File: src/rtl/ipv4v_pkg.sv
// ----------------------------------------------------------------------------
// ipv4v_pkg
// Types and character codes shared by the address string checker.
// ----------------------------------------------------------------------------
package ipv4v_pkg;

  // scan phase of one string
  typedef enum logic [2:0] {
    PH_LEAD  = 3'd0,  // leading slashes
    PH_ADDR  = 3'd1,  // dotted quad
    PH_GAP   = 3'd2,  // slashes after the address
    PH_MWS   = 3'd3,  // whitespace before the mask
    PH_MDIG  = 3'd4,  // mask digits
    PH_REST  = 3'd5,  // rest of the string ignored
    PH_ENDED = 3'd6   // ended by a nul byte
  } phase_t;

  localparam logic [7:0] CH_NUL   = 8'd0;
  localparam logic [7:0] CH_SLASH = 8'd47;
  localparam logic [7:0] CH_DOT   = 8'd46;
  localparam logic [7:0] CH_PLUS  = 8'd43;
  localparam logic [7:0] CH_MINUS = 8'd45;
  localparam logic [7:0] CH_ZERO  = 8'd48;
  localparam logic [7:0] CH_NINE  = 8'd57;
  localparam logic [7:0] CH_SPACE = 8'd32;
  localparam logic [7:0] CH_TAB   = 8'd9;
  localparam logic [7:0] CH_CR    = 8'd13;

  localparam logic [9:0] PART_MAX  = 10'd255;
  localparam logic [5:0] MASK_MAX  = 6'd32;
  localparam logic [5:0] MASK_SAT  = 6'd33;
  localparam logic [2:0] DOTS_NEED = 3'd3;
  localparam logic [2:0] PART_DIGS = 3'd3;

endpackage

File: src/rtl/ipv4_prefix_string_validator.sv
// ----------------------------------------------------------------------------
// ipv4_prefix_string_validator
// Checks a text address with prefix length ("a.b.c.d/len"), one byte per
// word, and reports one pass/fail word after the byte flagged is_last.
// ----------------------------------------------------------------------------
//  channel  | handshake            | payload
//  ---------+----------------------+----------------------
//  input    | in_valid / in_ready  | char_code[7:0], is_last
//  result   | out_valid / out_ready| valid_res
//
//  One byte per cycle sustained, but for the stall below: a byte is captured
//  in the input register, then the scan logic updates the string state or, on
//  the last byte, clears it and loads the result register.
//  The scan stage only stalls on a last byte while an earlier result is still
//  unread; other bytes pass regardless of the result side.
//  rst (synchronous) clears the string state and both valid flags.
// ----------------------------------------------------------------------------
module ipv4_prefix_string_validator #(
  parameter int MAX_LEN = 18
) (
  input  logic       clk,
  input  logic       rst,
  input  logic       in_valid,
  output logic       in_ready,
  input  logic [7:0] char_code,
  input  logic       is_last,
  output logic       out_valid,
  input  logic       out_ready,
  output logic       valid_res
);
  import ipv4v_pkg::*;

  localparam int CntW = $clog2(MAX_LEN + 1);
  localparam logic [CntW-1:0] CntMax = CntW'(MAX_LEN);

  // input register
  logic       s1_valid;
  logic [7:0] s1_char;
  logic       s1_last;
  logic       s1_fire;

  // string state
  phase_t          phase, phase_next;
  logic [2:0]      dot_count, dot_count_next;
  logic [2:0]      run_digits, run_digits_next;
  logic [9:0]      part_value, part_value_next;
  logic [5:0]      mask_value, mask_value_next;
  logic            mask_negative, mask_negative_next;
  logic            failed, failed_next;
  logic [CntW-1:0] char_count, char_count_next;
  logic            result_next;

  // character classes
  logic       c_dig, c_ws, c_slash;
  logic [3:0] c_val;
  logic       do_addr, do_mstart;
  logic [8:0] mask_acc;

  assign c_dig   = (s1_char >= CH_ZERO) && (s1_char <= CH_NINE);
  assign c_ws    = (s1_char == CH_SPACE) || ((s1_char >= CH_TAB) && (s1_char <= CH_CR));
  assign c_slash = (s1_char == CH_SLASH);
  assign c_val   = s1_char[3:0];
  assign mask_acc = 9'(mask_value) * 9'd10 + 9'(c_val);

  // handshake
  assign s1_fire  = s1_valid && (!s1_last || !out_valid || out_ready);
  assign in_ready = !s1_valid || s1_fire;

  // scan step for one byte
  always_comb begin
    phase_next         = phase;
    dot_count_next     = dot_count;
    run_digits_next    = run_digits;
    part_value_next    = part_value;
    mask_value_next    = mask_value;
    mask_negative_next = mask_negative;
    failed_next        = failed;
    char_count_next    = char_count;
    do_addr            = 1'b0;
    do_mstart          = 1'b0;
    result_next        = 1'b0;

    if (phase != PH_ENDED) begin
      if (s1_char == CH_NUL) begin
        if (phase < PH_MWS) failed_next = 1'b1;
        phase_next = PH_ENDED;
      end else begin
        if (char_count >= CntMax) failed_next = 1'b1;
        else char_count_next = char_count + CntW'(1);

        unique case (phase)
          PH_LEAD: begin
            if (!c_slash) begin
              phase_next = PH_ADDR;
              do_addr    = 1'b1;
            end
          end
          PH_ADDR: begin
            if (c_slash) begin
              if (run_digits == 3'd0 || part_value > PART_MAX) failed_next = 1'b1;
              if (dot_count != DOTS_NEED) failed_next = 1'b1;
              phase_next = PH_GAP;
            end else begin
              do_addr = 1'b1;
            end
          end
          PH_GAP: begin
            if (!c_slash) begin
              phase_next = PH_MWS;
              do_mstart  = 1'b1;
            end
          end
          PH_MWS: do_mstart = 1'b1;
          PH_MDIG: begin
            if (c_dig) begin
              if (mask_acc > 9'(MASK_SAT)) mask_value_next = MASK_SAT;
              else mask_value_next = mask_acc[5:0];
            end else begin
              phase_next = PH_REST;
            end
          end
          default: ;
        endcase

        // address byte
        if (do_addr) begin
          if (s1_char == CH_DOT) begin
            if (run_digits == 3'd0 || part_value > PART_MAX) failed_next = 1'b1;
            if (dot_count >= DOTS_NEED) failed_next = 1'b1;
            else dot_count_next = dot_count + 3'd1;
            run_digits_next = 3'd0;
            part_value_next = 10'd0;
          end else if (c_dig) begin
            if (run_digits >= PART_DIGS) begin
              failed_next = 1'b1;
            end else begin
              run_digits_next = run_digits + 3'd1;
              part_value_next = part_value * 10'd10 + 10'(c_val);
            end
          end else begin
            failed_next = 1'b1;
          end
        end

        // first byte of the mask token
        if (do_mstart) begin
          priority if (c_slash) begin
            phase_next = PH_REST;
          end else if (c_ws) begin
            phase_next = PH_MWS;
          end else if (s1_char == CH_PLUS) begin
            phase_next = PH_MDIG;
          end else if (s1_char == CH_MINUS) begin
            mask_negative_next = 1'b1;
            phase_next = PH_MDIG;
          end else if (c_dig) begin
            mask_value_next = {2'b00, c_val};
            phase_next = PH_MDIG;
          end else begin
            phase_next = PH_REST;
          end
        end
      end
    end

    // verdict on the last byte
    if (s1_last) begin
      result_next = !(failed_next || (phase_next < PH_MWS) ||
                      (mask_value_next > MASK_MAX) ||
                      (mask_negative_next && mask_value_next != 6'd0));
    end
  end

  // input register
  always_ff @(posedge clk) begin
    if (rst) begin
      s1_valid <= 1'b0;
    end else if (in_ready) begin
      s1_valid <= in_valid;
    end
    if (in_ready && in_valid) begin
      s1_char <= char_code;
      s1_last <= is_last;
    end
  end

  // string state, cleared after each last byte
  always_ff @(posedge clk) begin
    if (rst) begin
      phase         <= PH_LEAD;
      dot_count     <= 3'd0;
      run_digits    <= 3'd0;
      part_value    <= 10'd0;
      mask_value    <= 6'd0;
      mask_negative <= 1'b0;
      failed        <= 1'b0;
      char_count    <= '0;
    end else if (s1_fire) begin
      if (s1_last) begin
        phase         <= PH_LEAD;
        dot_count     <= 3'd0;
        run_digits    <= 3'd0;
        part_value    <= 10'd0;
        mask_value    <= 6'd0;
        mask_negative <= 1'b0;
        failed        <= 1'b0;
        char_count    <= '0;
      end else begin
        phase         <= phase_next;
        dot_count     <= dot_count_next;
        run_digits    <= run_digits_next;
        part_value    <= part_value_next;
        mask_value    <= mask_value_next;
        mask_negative <= mask_negative_next;
        failed        <= failed_next;
        char_count    <= char_count_next;
      end
    end
  end

  // result register
  always_ff @(posedge clk) begin
    if (rst) begin
      out_valid <= 1'b0;
    end else if (s1_fire && s1_last) begin
      out_valid <= 1'b1;
    end else if (out_ready) begin
      out_valid <= 1'b0;
    end
    if (s1_fire && s1_last) begin
      valid_res <= result_next;
    end
  end

endmodule

File: config.mk
export PLATFORM = sky130hd
export DESIGN_NAME = ipv4_prefix_string_validator
export DESIGN_NICKNAME = d
export VERILOG_FILES = /design/src/rtl/ipv4v_pkg.sv /design/src/rtl/ipv4_prefix_string_validator.sv
export SDC_FILE = /design/constraint.sdc
export NUM_CORES = 1
export LEC_CHECK = 0
export ABC_AREA = 1
export BUFFER_PORTS_ARGS = -buffer_cell sky130_fd_sc_hd__buf_2
export CAP_MARGIN = 10
export CORE_MARGIN = 8
export CORE_UTILIZATION = 62
export CTS_CLUSTER_SIZE = 30
export DETAILED_ROUTE_END_ITERATION = 10
export GPL_ROUTABILITY_DRIVEN = 0
export PLACE_DENSITY = 0.8
export SLEW_MARGIN = 40
export SYNTH_ARGS = -nofsm -noshare
export SYNTH_HDL_FRONTEND = slang
export SYNTH_SLANG_ARGS = --single-unit
File: constraint.sdc
create_clock -name clk -period 3.7 [get_ports clk]
set_input_delay 0.185 -clock clk [delete_from_list [all_inputs] [get_ports clk]]
set_output_delay 0.185 -clock clk [all_outputs]
set_load 0.01 [all_outputs]
==> run metrics, run 1 <==
Rows 27; FF-to-FF setup slack 830 ps; clock slew at the register clock pins of the worst setup and hold paths 90 ps; commonest non-fill, non-tap cells in the layout 122 x nand2_1, 66 x inv_1, 53 x nor2_1, 45 x a21oi_1, 34 x dfxtp_1; post-synthesis cell type count 42; Clk Tree Root Cell clkbuf_8; P&R area growth vs syn 5.89%; synthesized area 3380 µm²; syn nets 539; Die W 89.8 µm; DP HPWL 5590 µm; DRT antenna net count 0; worst slew pin tran 542 ps; Post-Route WL 7230 µm; setup repair bufs after CTS 0; clk sinks 44; grt total ovfl 0; initial antenna violation count 0; first drt pass iteration count 4; Hold Fails Final Rpt 0; post-synthesis sequential area ratio 29.0%; CP Max Fanout 6; global-route wire length before repair 12700 µm; Ys Warns 0; Synth Flop Type dfxtp_1; TritonCTS clock tree built; post-cts sizing count 0; cell count of the worst reg-to-reg path 16; number of buffers inserted by port buffering 15; Synth Register Bits 44; status complete, no violations; Peak VDD IR 195 µV; hold crit path type in2reg; Worst EP required 3760 ps; Post-synth EDFFs 10; Die ar. 8060 µm²; MaxCap Viol Count 0; CP endpoint kind flop; I/O pins 16; Max H-tree Level 2; r2r startpoint mask_value[1]; RSZ-0062 raised after global routing no; total track usage 18.4%; starting density of the core 62.9%; Max clock buf depth 2; core area 5370 µm²; Avg Vias per Cell 5.33; fin area 3580 µm²; latest clock arrival within the worst-skew pair 300 ps; synthesized area per cell 6.89 µm²; r2r endpoint valid_res; Hold Crit Depth 1; Lkg Pwr 1.66 nW; Clock Skew 10.5 ps; vias 3074; Die Y-Extent 89.8 µm; register area 981 µm²; Cell Pwr Density 252 nW/µm²; post-route clock period utilization 77.6%; Post-CTS Hold Buffers 0; largest net degree at the start of global routing 26; Routed WL per cell 12.5 µm; leading cell type in the layout, fill and taps excluded nand2_1; hold_sp char_code[5]; share of layout cells above drive strength 1 9.70%; Slew headroom 63.8%; # diodes 0; DRC viols 0; Filler cells 484; asr flop ratio synth 0%; WHS Endpoint s1_char[5]; fmax 349 MHz; CTS Buf Count 5; Final min period 2870 ps; Final nets 553; Iter 0 DRT Violations 203; setup TNS 0 ps; Hold Slack 55.6 ps; Post-Place Cell Area 3490 µm²; max-slew violations 0; Worst EP arrival 2930 ps; vias in the first global route 2975; Multi-input gate area 2070 µm²; Gate Count Post-Synth 490; Setup Viol. Count Final 0; crit path launch type flop; Setup Crit Path Kind reg2reg
[worst max-delay path, cell delays in order (launching register included)]
cell     delay (ps)
dfxtp_1         430
ha_1            270
ha_1            230
fa_1            500
nand2_1          60
inv_1            80
nand3_1         120
nor2_1          150
nor2_1           80
nor2_2          220
nand4_1         120
nand2_1          80
nand2_1          40
nand2_1          80
nor2_1           40
nand3_1          80
a21oi_1          60
[per-layer routing]
metal	vias up	wire length, µm	track usage (%)
li1	1625	-	-
met1	1396	3250	20.7
met2	47	3620	34.0
met3	6	274	3.41
met4	0	80	5.64
met5	-	0	0
[cell usage after synthesis, types with 7 or more instances]
library cell  instances  area (µm²)
a21oi_1              45         225
dfxtp_1              34         681
o21ai_0               9        45.0
inv_1                66         248
inv_2                 7        26.3
nor2_2                7        43.8
nor2_1               53         199
nand3_1              33         165
nand2_1             122         458
nand4_1              11        68.8
ha_1                 32         400
edfxtp_1             10         300
[cells by family (layout without fill, tap and decap cells)]
| kind of cell | Yosys count | after routing | synth area share [%] |
|---|---|---|---|
| simple gates | 251 | 251 | 33.3 |
| buf+inv | 81 | 96 | 9.60 |
| compound gates | 68 | 68 | 11.3 |
| flops | 44 | 44 | 29.0 |
| fa+ha+maj | 36 | 36 | 14.2 |
| xor+xnor | 10 | 10 | 2.59 |
[cell type report]
class	instances	share of cell area (%)
Clock inverter	2	0.315
Timing Repair Buffer	15	2.10
Clock buffer	6	2.03
Sequential cell	44	27.4
Multi-Input combinational cell	365	57.9
Tap cell	72	2.52
Inverter	73	7.66
[through the flow]
step / total power, W / utilization [%] / setup WS, ps / std cells
6_report: 0.000900 / 66.6 / 831 / 577
5_1_grt: 0.000937 / 66.6 / 538 / 577
4_1_cts: 0.000908 / 66.6 / 832 / 577
3_5_place_dp: 0.000609 / 65.0 / 821 / 569
3_3_place_gp: 0.000607 / 65.0 / 963 / 569
2_1_floorplan: 0.000586 / - / 1100 / 490
[registers in the layout, indices dropped and copies added, names as in the netlist]
name,cells
run_digits,3
out_valid,1
dot_count,3
failed,1
phase,3
char_count,5
mask_negative,1
mask_value,6
part_value,10
valid_res,1
s1_char,8
s1_last,1
s1_valid,1
[worst max-delay path by stage]
stage                        startpoint  cells past startpoint   endpoint
after global placement    mask_value[1]                     16  valid_res
after detailed placement  mask_value[1]                     16  valid_res
final                     mask_value[1]                     16  valid_res
after floorplan           mask_value[1]                     16  valid_res
after global routing      mask_value[1]                     17  valid_res
after CTS                 mask_value[1]                     16  valid_res
[where the power goes]
| group | internal, W | total [W] | switching [W] |
|---|---|---|---|
| clock network | 0.000133 | 0.000302 | 0.000169 |
| logic | 0.0000262 | 0.0000803 | 0.0000541 |
| registers | 0.000503 | 0.000517 | 0.0000144 |
| total | 0.000662 | 0.000900 | 0.000238 |
Note: power is estimated with default switching activity, not from simulation.
==> run 2: changes to the inputs <==
--- a/config.mk
+++ b/config.mk
@@ -9,11 +9,11 @@
 export BUFFER_PORTS_ARGS = -buffer_cell sky130_fd_sc_hd__buf_2
 export CAP_MARGIN = 10
 export CORE_MARGIN = 8
-export CORE_UTILIZATION = 62
+export CORE_UTILIZATION = 56
 export CTS_CLUSTER_SIZE = 30
 export DETAILED_ROUTE_END_ITERATION = 10
 export GPL_ROUTABILITY_DRIVEN = 0
-export PLACE_DENSITY = 0.8
+export PLACE_DENSITY = 0.77
 export SLEW_MARGIN = 40
 export SYNTH_ARGS = -nofsm -noshare
 export SYNTH_HDL_FRONTEND = slang
==> constraint.sdc (replaced) <==
create_clock -name clk -period 2.6 [get_ports clk]
set_input_delay 0.13 -clock clk [delete_from_list [all_inputs] [get_ports clk]]
set_output_delay 0.13 -clock clk [all_outputs]
set_load 0.01 [all_outputs]
==> run metrics, run 2 (same netlist as run 1, synthesis figures left out) <==
CP endpoint kind flop; first drt pass iteration count 5; Rows 28; Hold Slack -0.214 ps; latest clock arrival within the worst-skew pair 300 ps; Slew headroom 62.4%; Max clock buf depth 2; core area 5890 µm²; failing checks hold timing, setup timing; Top reg by flops part_value; CTS Buf Count 5; post-route clock period utilization 103%; RSZ-0062 raised after global routing yes; worst slew pin tran 563 ps; share of layout cells above drive strength 1 18.7%; Final nets 568; r2r startpoint mask_value[1]; total track usage 17.8%; final setup margin -80.1 ps; Die Y-Extent 93.7 µm; status complete, but fails checks; vias 3235; Routed WL per cell 13.1 µm; largest net degree at the start of global routing 26; vias in the first global route 2920; Peak VDD IR 261 µV; starting density of the core 57.4%; clk sinks 44; register area 987 µm²; Clock Skew 12.8 ps; DP HPWL 5890 µm; initial antenna violation count 0; Filler cells 518; Setup crit start mask_value[1]; placed cell count 586; Avg Vias per Cell 5.44; setup TNS -80.1 ps; CP Max Fanout 6; # diodes 0; clock slew at the register clock pins of the worst setup and hold paths 100 ps; Hold Fails Final Rpt 1; grt total ovfl 0; Max H-tree Level 2; Lkg Pwr 1.74 nW; leading cell type in the layout, fill and taps excluded nand2_1; top flop regs part_value x10, s1_char x8, mask_value x6; post-layout power 0.00131 W; fin cells 595; global-route wire length before repair 12900 µm; Cell Pwr Density 338 nW/µm²; Post-Place Cell Area 3600 µm²; Worst setup endpoint valid_res; crit path launch type flop; max-slew violations 0; FF-to-FF setup slack -80 ps; Hold Crit Depth 1; Setup Crit Path Kind reg2reg; P&R area growth vs syn 14.4%; MaxCap Viol Count 0; Iter 0 DRT Violations 170; DRT antenna net count 0; Final Core Density 65.6%; fin area 3860 µm²; I/O pins 16; Post-Route WL 7780 µm; cell count of the worst reg-to-reg path 17; Setup Viol. Count Final 1; Die W 93.7 µm; Worst EP arrival 2850 ps; fmax 373 MHz; Multi-input gate area 2230 µm²; r2r endpoint valid_res; max reg flops 10; Final min period 2680 ps; TritonCTS clock tree built; Worst EP required 2770 ps; number of buffers inserted by port buffering 15; Die ar. 8770 µm²; setup repair bufs after CTS 0; commonest non-fill, non-tap cells in the layout 117 x nand2_1, 65 x inv_1, 47 x nor2_1, 42 x a21oi_1; Clk Tree Root Cell clkbuf_8; DRC viols 0; hold crit path type in2reg
==> run 2: layout make-up <==
type	count	share of cell area [%]
timing repair buffer	30	4.92
sequential	44	25.6
multi-input combinational	365	57.8
tap	75	2.43
inverter	73	7.09
clock buffer	6	1.88
clock inverter	2	0.291
==> run 2: through the flow <==
stage               hold slack [ps]  worst slack [ps]
floorplan                       229              20.1
global placement                307             -53.5
detailed placement              308              -192
CTS                            2.39             -78.1
global route                  0.248              -192
finish                       -0.214             -80.1
==> run 2: worst min-delay path by stage <==
stage / slack [ps] / end / startpoint
6_report: -0.2 / s1_last / is_last
5_1_grt: 0.2 / s1_char[2] / char_code[2]
4_1_cts: 2 / s1_char[7] / char_code[7]
3_5_place_dp: 310 / s1_char[1] / char_code[1]
3_3_place_gp: 310 / s1_char[7] / char_code[7]
2_1_floorplan: 230 / s1_char[0] / char_code[0]
==> run 2: report_power, final <==
part	internal [W]	leakage [nW]	total, W	switching (W)
clock	0.000189	0.0455	0.000444	0.000255
combinational	0.0000457	1.32	0.000133	0.0000876
sequential	0.000716	0.374	0.000730	0.0000147
total	0.000951	1.74	0.00131	0.000357
==> run 2: worst max-delay path, cell delays in order (launching register included) <==
cell and delay [ps]:
dfxtp_2 350, ha_4 240, ha_4 160, fa_2 550, nand2_2 60, inv_2 80
nand3_4 90, nor2_4 140, nand2_1 80, nand2_2 100, nand2_4 80, nand4_1 70
nand2_1 60, nand2_1 50, nand2_1 80, nor2_2 140, nand3_2 90, a21oi_2 120
==> run 2: what timing repair did <==
item / in CTS / in global routing
pin swaps: 11 / 21
hold buffers: 1 / 0
setup endpoints to repair: 6 / 7
hold endpoints to repair: 1 / 0
gates resized for setup: 13 / 28
==> run 2: layer usage <==
layer	up-vias	wire, µm	track usage (%)
met5	-	0	0
met4	0	166	6.21
met3	16	258	2.72
met2	63	3800	30.5
met1	1504	3550	22.1
li1	1652	-	-
